===== src/sv/assert_macros.svh =====
// Assertion macros shared by the packer RTL.
`ifndef ASSERT_MACROS_SVH
`define ASSERT_MACROS_SVH

// Checked on every clock edge outside reset.
`define ASSERT_CLK(label, prop, msg) \
  label: assert property (@(posedge clk) disable iff (rst) (prop)) else $error(msg);

// Checked on every clock edge, reset included.
`define ASSERT_ALWAYS(label, prop, msg) \
  label: assert property (@(posedge clk) (prop)) else $error(msg);

`endif


===== src/sv/sbbp_pkg.sv =====
// Types and constants for the seven-bit buffer packer.
package sbbp_pkg;

  localparam int SeptetBits = 7;
  localparam logic [6:0] SeptetMask = 7'h7F;
  localparam logic MoreFlag = 1'b1;
  localparam int QueueDepth = 2;
  localparam int QueuePtrW = (QueueDepth > 1) ? $clog2(QueueDepth) : 1;
  localparam int QueueCntW = $clog2(QueueDepth + 1);

  typedef struct packed {
    logic [7:0] data_byte;
    logic       end_of_buffer;
  } in_item_t;

  typedef struct packed {
    logic [7:0] out_byte;
    logic       out_last;
  } out_item_t;

  // One accepted byte's worth of output: one or two packed bytes.
  typedef struct packed {
    out_item_t first;
    out_item_t second;
    logic      has_second;
  } work_t;

endpackage


===== src/sv/sbbp_front.sv =====
// Front end: holds the leftover bits and turns each byte into a work entry.
`include "assert_macros.svh"
module sbbp_front import sbbp_pkg::*; (
  input  logic     clk,
  input  logic     rst,
  input  logic     in_valid,
  output logic     in_ready,
  input  in_item_t in_item,
  output logic     q_valid,
  input  logic     q_ready,
  output work_t    q_item
);

  logic [6:0] leftover_bits, leftover_bits_next;
  logic [2:0] leftover_count, leftover_count_next;

  logic [2:0]  held;
  logic [6:0]  bits;
  logic [3:0]  held1;
  logic [7:0]  top;
  logic [14:0] shl;
  logic [6:0]  kept_bits;
  logic        full;
  logic        at_end;
  logic        take;

  assign in_ready = q_ready;
  assign q_valid  = in_valid;
  assign take     = in_valid && q_ready;

  always_comb begin
    // a count of seven or more means an empty leftover
    if (leftover_count >= 3'(SeptetBits)) begin
      held = '0;
      bits = '0;
    end else begin
      held = leftover_count;
      bits = leftover_bits & SeptetMask;
    end
    held1     = {1'b0, held} + 4'd1;
    top       = in_item.data_byte >> held1;
    shl       = {7'd0, in_item.data_byte} << (4'(SeptetBits) - held1);
    kept_bits = shl[6:0];
    full      = (held1 == 4'(SeptetBits));
    at_end    = in_item.end_of_buffer;

    q_item.first.out_byte  = {MoreFlag, bits | top[6:0]};
    q_item.first.out_last  = 1'b0;
    q_item.second.out_byte = {~at_end, kept_bits};
    q_item.second.out_last = at_end;
    q_item.has_second      = full || at_end;

    if (full || at_end) begin
      leftover_bits_next  = '0;
      leftover_count_next = '0;
    end else begin
      leftover_bits_next  = kept_bits;
      leftover_count_next = held1[2:0];
    end
  end

  always_ff @(posedge clk) begin
    if (rst) begin
      leftover_bits  <= '0;
      leftover_count <= '0;
    end else if (take) begin
      leftover_bits  <= leftover_bits_next;
      leftover_count <= leftover_count_next;
    end
  end

  `ASSERT_CLK(a_count_range, leftover_count <= 3'(SeptetBits - 1),
              "leftover count above six")

endmodule


===== src/sv/sbbp_queue.sv =====
// Short queue of work entries between front and back end.
`include "assert_macros.svh"
module sbbp_queue import sbbp_pkg::*; (
  input  logic  clk,
  input  logic  rst,
  input  logic  push_valid,
  output logic  push_ready,
  input  work_t push_item,
  output logic  pop_valid,
  input  logic  pop_ready,
  output work_t pop_item
);

  work_t                entries [QueueDepth];
  logic [QueuePtrW-1:0] wptr;
  logic [QueuePtrW-1:0] rptr;
  logic [QueueCntW-1:0] count;
  logic                 push;
  logic                 pop;

  assign push_ready = (count != QueueCntW'(QueueDepth));
  assign pop_valid  = (count != '0);
  assign pop_item   = entries[rptr];
  assign push       = push_valid && push_ready;
  assign pop        = pop_valid && pop_ready;

  always_ff @(posedge clk) begin
    if (rst) begin
      wptr  <= '0;
      rptr  <= '0;
      count <= '0;
    end else begin
      if (push) begin
        wptr <= (wptr == QueuePtrW'(QueueDepth - 1)) ? '0 : wptr + 1'b1;
      end
      if (pop) begin
        rptr <= (rptr == QueuePtrW'(QueueDepth - 1)) ? '0 : rptr + 1'b1;
      end
      case ({push, pop})
        2'b10:   count <= count + 1'b1;
        2'b01:   count <= count - 1'b1;
        default: count <= count;
      endcase
    end
  end

  always_ff @(posedge clk) begin
    if (push) begin
      entries[wptr] <= push_item;
    end
  end

  `ASSERT_CLK(a_count_bound, count <= QueueCntW'(QueueDepth), "queue count over depth")

endmodule


===== src/sv/sbbp_back.sv =====
// Back end: plays each work entry out as one or two output items.
`include "assert_macros.svh"
module sbbp_back import sbbp_pkg::*; (
  input  logic      clk,
  input  logic      rst,
  input  logic      q_valid,
  output logic      q_ready,
  input  work_t     q_item,
  output logic      out_valid,
  input  logic      out_ready,
  output out_item_t out_item
);

  logic      out_full;
  out_item_t out_reg;
  logic      pend_valid;
  out_item_t pend;
  logic      can_load;

  assign can_load  = !out_full || out_ready;
  assign q_ready   = can_load && !pend_valid;
  assign out_valid = out_full;
  assign out_item  = out_reg;

  always_ff @(posedge clk) begin
    if (rst) begin
      out_full   <= 1'b0;
      pend_valid <= 1'b0;
    end else if (can_load) begin
      if (pend_valid) begin
        out_full   <= 1'b1;
        pend_valid <= 1'b0;
      end else if (q_valid) begin
        out_full   <= 1'b1;
        pend_valid <= q_item.has_second;
      end else begin
        out_full <= 1'b0;
      end
    end
  end

  always_ff @(posedge clk) begin
    if (can_load) begin
      if (pend_valid) begin
        out_reg <= pend;
      end else if (q_valid) begin
        out_reg <= q_item.first;
        pend    <= q_item.second;
      end
    end
  end

  `ASSERT_CLK(a_pend_behind_out, !pend_valid || out_full, "second byte pending with empty output")

endmodule


===== src/sv/seven_bit_buffer_packer.sv =====
// Top level of the seven-bit buffer packer: front end, work queue, back end.
//
// Usage:
//   byte_* channel takes raw bytes (data_byte) with end_of_buffer on the last
//   byte of a buffer. septet_* channel gives packed bytes: septet in bits 6..0,
//   bit 7 set while more bytes of the buffer follow, out_last on the final one.
//   Both channels are valid/ready; an item moves when valid and ready are high.
// Path: an accepted byte is written into a queue entry, and its first packed
//   byte then goes through the back end's output register onto septet_*.
// Throughput: one byte per cycle in and one packed byte per cycle out while
//   septet_ready is high and the queue has room. Every seventh byte of a group
//   and every end-of-buffer byte yields two packed bytes, so the output port
//   sets the rate; the two-entry queue absorbs the pending second bytes.
// Stalls: when the receiver holds septet_ready low the output register and the
//   pending second byte hold, the queue fills, and byte_ready drops once both
//   queue entries are taken. No item is dropped or repeated.
// Reset: synchronous, active high; empties the queue and output register and
//   clears the leftover bits, so the first byte starts a new buffer.
`include "assert_macros.svh"
module seven_bit_buffer_packer import sbbp_pkg::*; (
  input  logic      clk,
  input  logic      rst,
  input  logic      byte_valid,
  output logic      byte_ready,
  input  in_item_t  byte_item,
  output logic      septet_valid,
  input  logic      septet_ready,
  output out_item_t septet_item
);

  // front end to queue
  logic  fq_valid;
  logic  fq_ready;
  work_t fq_item;

  // queue to back end
  logic  qb_valid;
  logic  qb_ready;
  work_t qb_item;

  // Front: classifies each byte (plain, seventh, end of buffer) and builds
  // the packed bytes it produces from the held leftover bits.
  sbbp_front u_front (
    .clk      (clk),
    .rst      (rst),
    .in_valid (byte_valid),
    .in_ready (byte_ready),
    .in_item  (byte_item),
    .q_valid  (fq_valid),
    .q_ready  (fq_ready),
    .q_item   (fq_item)
  );

  // Queue: lets the front keep taking bytes while the back is busy with a
  // two-byte entry or the receiver stalls.
  sbbp_queue u_queue (
    .clk        (clk),
    .rst        (rst),
    .push_valid (fq_valid),
    .push_ready (fq_ready),
    .push_item  (fq_item),
    .pop_valid  (qb_valid),
    .pop_ready  (qb_ready),
    .pop_item   (qb_item)
  );

  // Back: output register plus a second-byte holding slot.
  sbbp_back u_back (
    .clk       (clk),
    .rst       (rst),
    .q_valid   (qb_valid),
    .q_ready   (qb_ready),
    .q_item    (qb_item),
    .out_valid (septet_valid),
    .out_ready (septet_ready),
    .out_item  (septet_item)
  );

  // the final byte of a buffer never carries the continuation flag
  `ASSERT_CLK(a_last_no_more,
              !(septet_valid && septet_item.out_last) || !septet_item.out_byte[7],
              "last byte has continuation flag")

endmodule

===== config.mk =====
export PLATFORM = sky130hd
export DESIGN_NAME = seven_bit_buffer_packer
export DESIGN_NICKNAME = d
export VERILOG_FILES = /design/src/sv/sbbp_pkg.sv /design/src/sv/sbbp_front.sv /design/src/sv/sbbp_queue.sv /design/src/sv/sbbp_back.sv /design/src/sv/seven_bit_buffer_packer.sv
export VERILOG_INCLUDE_DIRS = /design/src /design/src/sv
export SDC_FILE = /design/constraint.sdc
export NUM_CORES = 1
export LEC_CHECK = 0
export BUFFER_PORTS_ARGS = -buffer_cell sky130_fd_sc_hd__buf_2
export CORE_ASPECT_RATIO = 2
export CORE_MARGIN = 2
export CORE_UTILIZATION = 55
export CTS_BUF_LIST = sky130_fd_sc_hd__clkbuf_2 sky130_fd_sc_hd__clkbuf_4 sky130_fd_sc_hd__clkbuf_8
export CTS_CLUSTER_DIAMETER = 50
export DETAILED_ROUTE_END_ITERATION = 10
export GPL_TIMING_DRIVEN = 0
export PLACE_DENSITY = 0.77
export SLEW_MARGIN = 20
export SYNTH_ARGS = -nofsm -noshare
export SYNTH_HDL_FRONTEND = slang
export SYNTH_SLANG_ARGS = --single-unit

===== constraint.sdc =====
create_clock -name clk -period 2.5 [get_ports clk]
set_clock_uncertainty 0.2 [all_clocks]
set_input_delay 0.5 -clock clk [delete_from_list [all_inputs] [get_ports clk]]
set_output_delay 0.5 -clock clk [all_outputs]
set_load 0.005 [all_outputs]

==> impl_metrics.env <==
export IMPL_cts_sinks=69
export IMPL_syn_to_final_growth_pct=11.9
export IMPL_cts_setup_buffers=0
export IMPL_cts_root_buf="clkbuf_8"
export IMPL_synthFlopType="edfxtp_1"
export IMPL_route_detailed_drc=2
export IMPL_numCtsBuffers=9
export IMPL_grt_max_degree=18
export IMPL_clk_pin_slew_ps=70
export IMPL_path_buf_inv=1
export IMPL_ys_seq_area_share_pct=57.8
export IMPL_crit_family="compound AO/OA/AOI/OAI gates"
export IMPL_io_pins=24
export IMPL_viasPerCell=6.04
export IMPL_grt_util_all_layers_pct=23.1
export IMPL_grt_ovfl_total=0
export IMPL_violations="design-rule violations"
export IMPL_drt_wirelength_per_cell_um=18.3
export IMPL_drt_total_wl_um=7000
export IMPL_start_kind="flip-flop"
export IMPL_synth_area_um2=3290
export IMPL_gp_congestion=0.916
export IMPL_yosys_warnings=0
export IMPL_drt_iter0_drc=76
export IMPL_initial_core_util_pct=57.1
export IMPL_powerDensity_nw_per_um2=885
export IMPL_worst_setup_path_type="flip-flop to flip-flop"
export IMPL_drv_slew=0
export IMPL_ys_seq_elements=69
export IMPL_core_area_um2=5760
export IMPL_setup_viol=0
export IMPL_synth_nets=298
export IMPL_leakage_nw=1.36
export IMPL_syn_area_per_cell_um2=11.6
export IMPL_n_antenna_cell=0
export IMPL_clock_latency_ps=330
export IMPL_synth_cell_type_count=55
export IMPL_min_path_type="primary input to flip-flop"
export IMPL_maxSlewHeadroom_pct=47.7
export IMPL_drt_first_pass_iters=8
export IMPL_post_place_ws_ps=-170
export IMPL_design_die_area_um2=6660
export IMPL_place_hpwl_um=5290
export IMPL_setup_ws_ps=103
export IMPL_rsz0062_at_grt="no"
export IMPL_status="finished, violations left"
export IMPL_io_buffers=23
export IMPL_synth_edf_count=52
export IMPL_crit_slowest_cell="dfxtp_1"
export IMPL_ir_drop_mv=0.354
export IMPL_cp_required_ps=2520
export IMPL_worst_path_max_fanout=10
export IMPL_die_w_um=58.7
export IMPL_period_minus_slack_ps=2400
export IMPL_vias=2315
export IMPL_drv_cap=0
export IMPL_fin_cells=383
export IMPL_ys_async_sr_fraction_pct=0
export IMPL_netlist_instances=283
export IMPL_ant_nets=0
export IMPL_fillers=488
export IMPL_drive_gt1_share_pct=23.6
export IMPL_critPathArrivalTime_ps=2420
export IMPL_period_share_pct=95.9
export IMPL_multi_input_area_um2=1270
export IMPL_grt_pass1_wl_um=11200
export IMPL_row_count=39
export IMPL_end_kind="flip-flop"
export IMPL_grt_pass1_vias=2357
export IMPL_seqCellArea_um2=1900
export IMPL_tns_ps=0
export IMPL_path_cells="ha_1 > buf_4 > or2_1 > o31ai_2 > a222oi_1 > o32ai_2 > a22o_1"
export IMPL_antenna_found_initial=0
export IMPL_hold_viol_final=0
export IMPL_tightest_slew_ps=784
export IMPL_nNetsFinal=332
export IMPL_critPathMaxStageDelay_ps=510
export IMPL_dp_cells=367
export IMPL_fmax_ghz=0.417
export IMPL_die_h_um=113
export IMPL_cts_tree="built"
export IMPL_h_tree_depth=3
export IMPL_clockBufferDepth=2
-- synth_stat cells, types with 2 or more instances --
cell | instances | share of area, %
nor3_1 | 4 | 0.61
inv_2 | 2 | 0.23
dfxtp_1 | 17 | 10
buf_2 | 4 | 0.61
nand2b_1 | 10 | 1.9
nand3b_1 | 2 | 0.46
inv_1 | 7 | 0.80
a22o_1 | 4 | 1.1
ha_1 | 2 | 0.76
o21ai_1 | 2 | 0.30
mux2_2 | 14 | 4.8
nand2_1 | 24 | 2.7
edfxtp_1 | 52 | 47
and3_1 | 3 | 0.57
o21ai_0 | 17 | 2.6
or3_1 | 2 | 0.38
a21oi_1 | 16 | 2.4
a31oi_1 | 4 | 0.76
clkbuf_1 | 6 | 0.68
nor2_1 | 20 | 2.3
a32o_1 | 2 | 0.61
nor3b_1 | 3 | 0.68
buf_4 | 3 | 0.68
nand3_1 | 3 | 0.46
nor2b_1 | 3 | 0.57
mux2i_1 | 9 | 2.7
o22a_1 | 2 | 0.53
and2_1 | 3 | 0.57
a221o_1 | 2 | 0.61
a21oi_2 | 2 | 0.53
a22oi_1 | 2 | 0.46
o211ai_1 | 4 | 0.91
a21boi_0 | 2 | 0.46
xnor2_1 | 3 | 0.80
buf_6 | 4 | 1.4
o21a_1 | 2 | 0.46
or2_1 | 2 | 0.38
or2_2 | 3 | 0.57
-- area by class of cell --
class | instances | area share, %
Clock inverter | 3 | 0.374
Multi-Input combinational cell | 188 | 34.5
Clock buffer | 13 | 4.35
Timing Repair Buffer | 23 | 3.13
Sequential cell | 69 | 51.6
Buffer | 17 | 2.99
Inverter | 9 | 0.917
Tap cell | 61 | 2.07
-- placed cells by master (no fill, tap or decap), drive strengths merged, types with 2 or more instances in the layout --
cell	instances
dfxtp	17
a22oi	2
nand2	24
o21a	2
nor2b	3
ha	2
nor3	5
nand2b	10
or2	5
or3	2
nand3	3
o22a	2
inv	9
clkinv	3
a22o	4
o211ai	4
clkbuf	19
and3	3
edfxtp	52
mux2i	9
xnor2	3
nor3b	3
mux2	14
a21oi	18
a32o	2
o21ai	19
and2	3
a31oi	4
buf	34
nor2	20
a221o	2
a21boi	3
nand3b	3
-- per-stage QoR --
stage          utilization, %  power, mW  instance area (um2)  hold WS, ps
3_5_place_dp             60.6       2.49                 3490          258
4_1_cts                  63.7       3.29                 3670          204
2_1_floorplan               -       2.23                 3300          232
5_1_grt                  64.0       3.43                 3680          216
3_3_place_gp             60.6       2.45                 3490          265
6_report                 64.0       3.26                 3680          219
-- worst reg2reg max path, delay by kind of cell, from the launching register on --
family	cells	cell delay, ps
flops	1	510
fa+ha+maj	1	270
compound gates	4	930
simple gates	1	180
buf+inv	1	190
-- power by group --
part           total, mW  switching, mW  internal [mW]
sequential          1.69         0.0833           1.60
clock              0.787          0.372          0.414
combinational      0.784          0.460          0.324
-- logic make-up (layout without fill, tap and decap cells) --
group                      after synthesis  after routing  share of synthesized area, %
AOI/OAI and AO/OA                       71             71                          14.4
buffers and inverters                   26             65                          4.37
muxes                                   23             23                          7.53
DFF                                     69             69                          57.8
xor gates and xnor gates                 4              4                          1.06
adders and majority gates                2              2                         0.760
and+or+nand+nor                         88             88                          14.0
-- routing by layer --
layer | up-vias | GRT usage [%] | wire (um)
met1 | 1113 | 21.1 | 2430
met2 | 64 | 41.6 | 3930
li1 | 1116 | - | -
met5 | - | 0 | 0
met3 | 22 | 4.88 | 186
met4 | 0 | 18.2 | 448
-- final timing paths --
kind	start	end	slack, ps	cells past startpoint
min	rst	u_queue.count[1]	220	2
min reg2reg	u_front.leftover_bits[6]	u_front.leftover_bits[6]	280	1
max	u_front.leftover_count[1]	u_front.leftover_bits[6]	100	7
max reg2reg	u_front.leftover_count[1]	u_front.leftover_bits[6]	100	7
-- state kept, by name, summed over array words and instances (netlist names), named ones only --
register                count
u_back.out_item             9
u_back.out_valid            1
u_back.pend                 9
u_back.pend_valid           1
u_front.leftover_bits       7
u_front.leftover_count      3
u_queue.count               2
u_queue.entries            34
u_queue.rptr                1
u_queue.wptr                1
-- what timing repair did --
item	CTS	global route
endpoints found under the hold margin	0	0
gates resized for setup	1	2
hold buffers	0	0
setup endpoints to repair	1	20
Power figures use the tool's default switching activity.
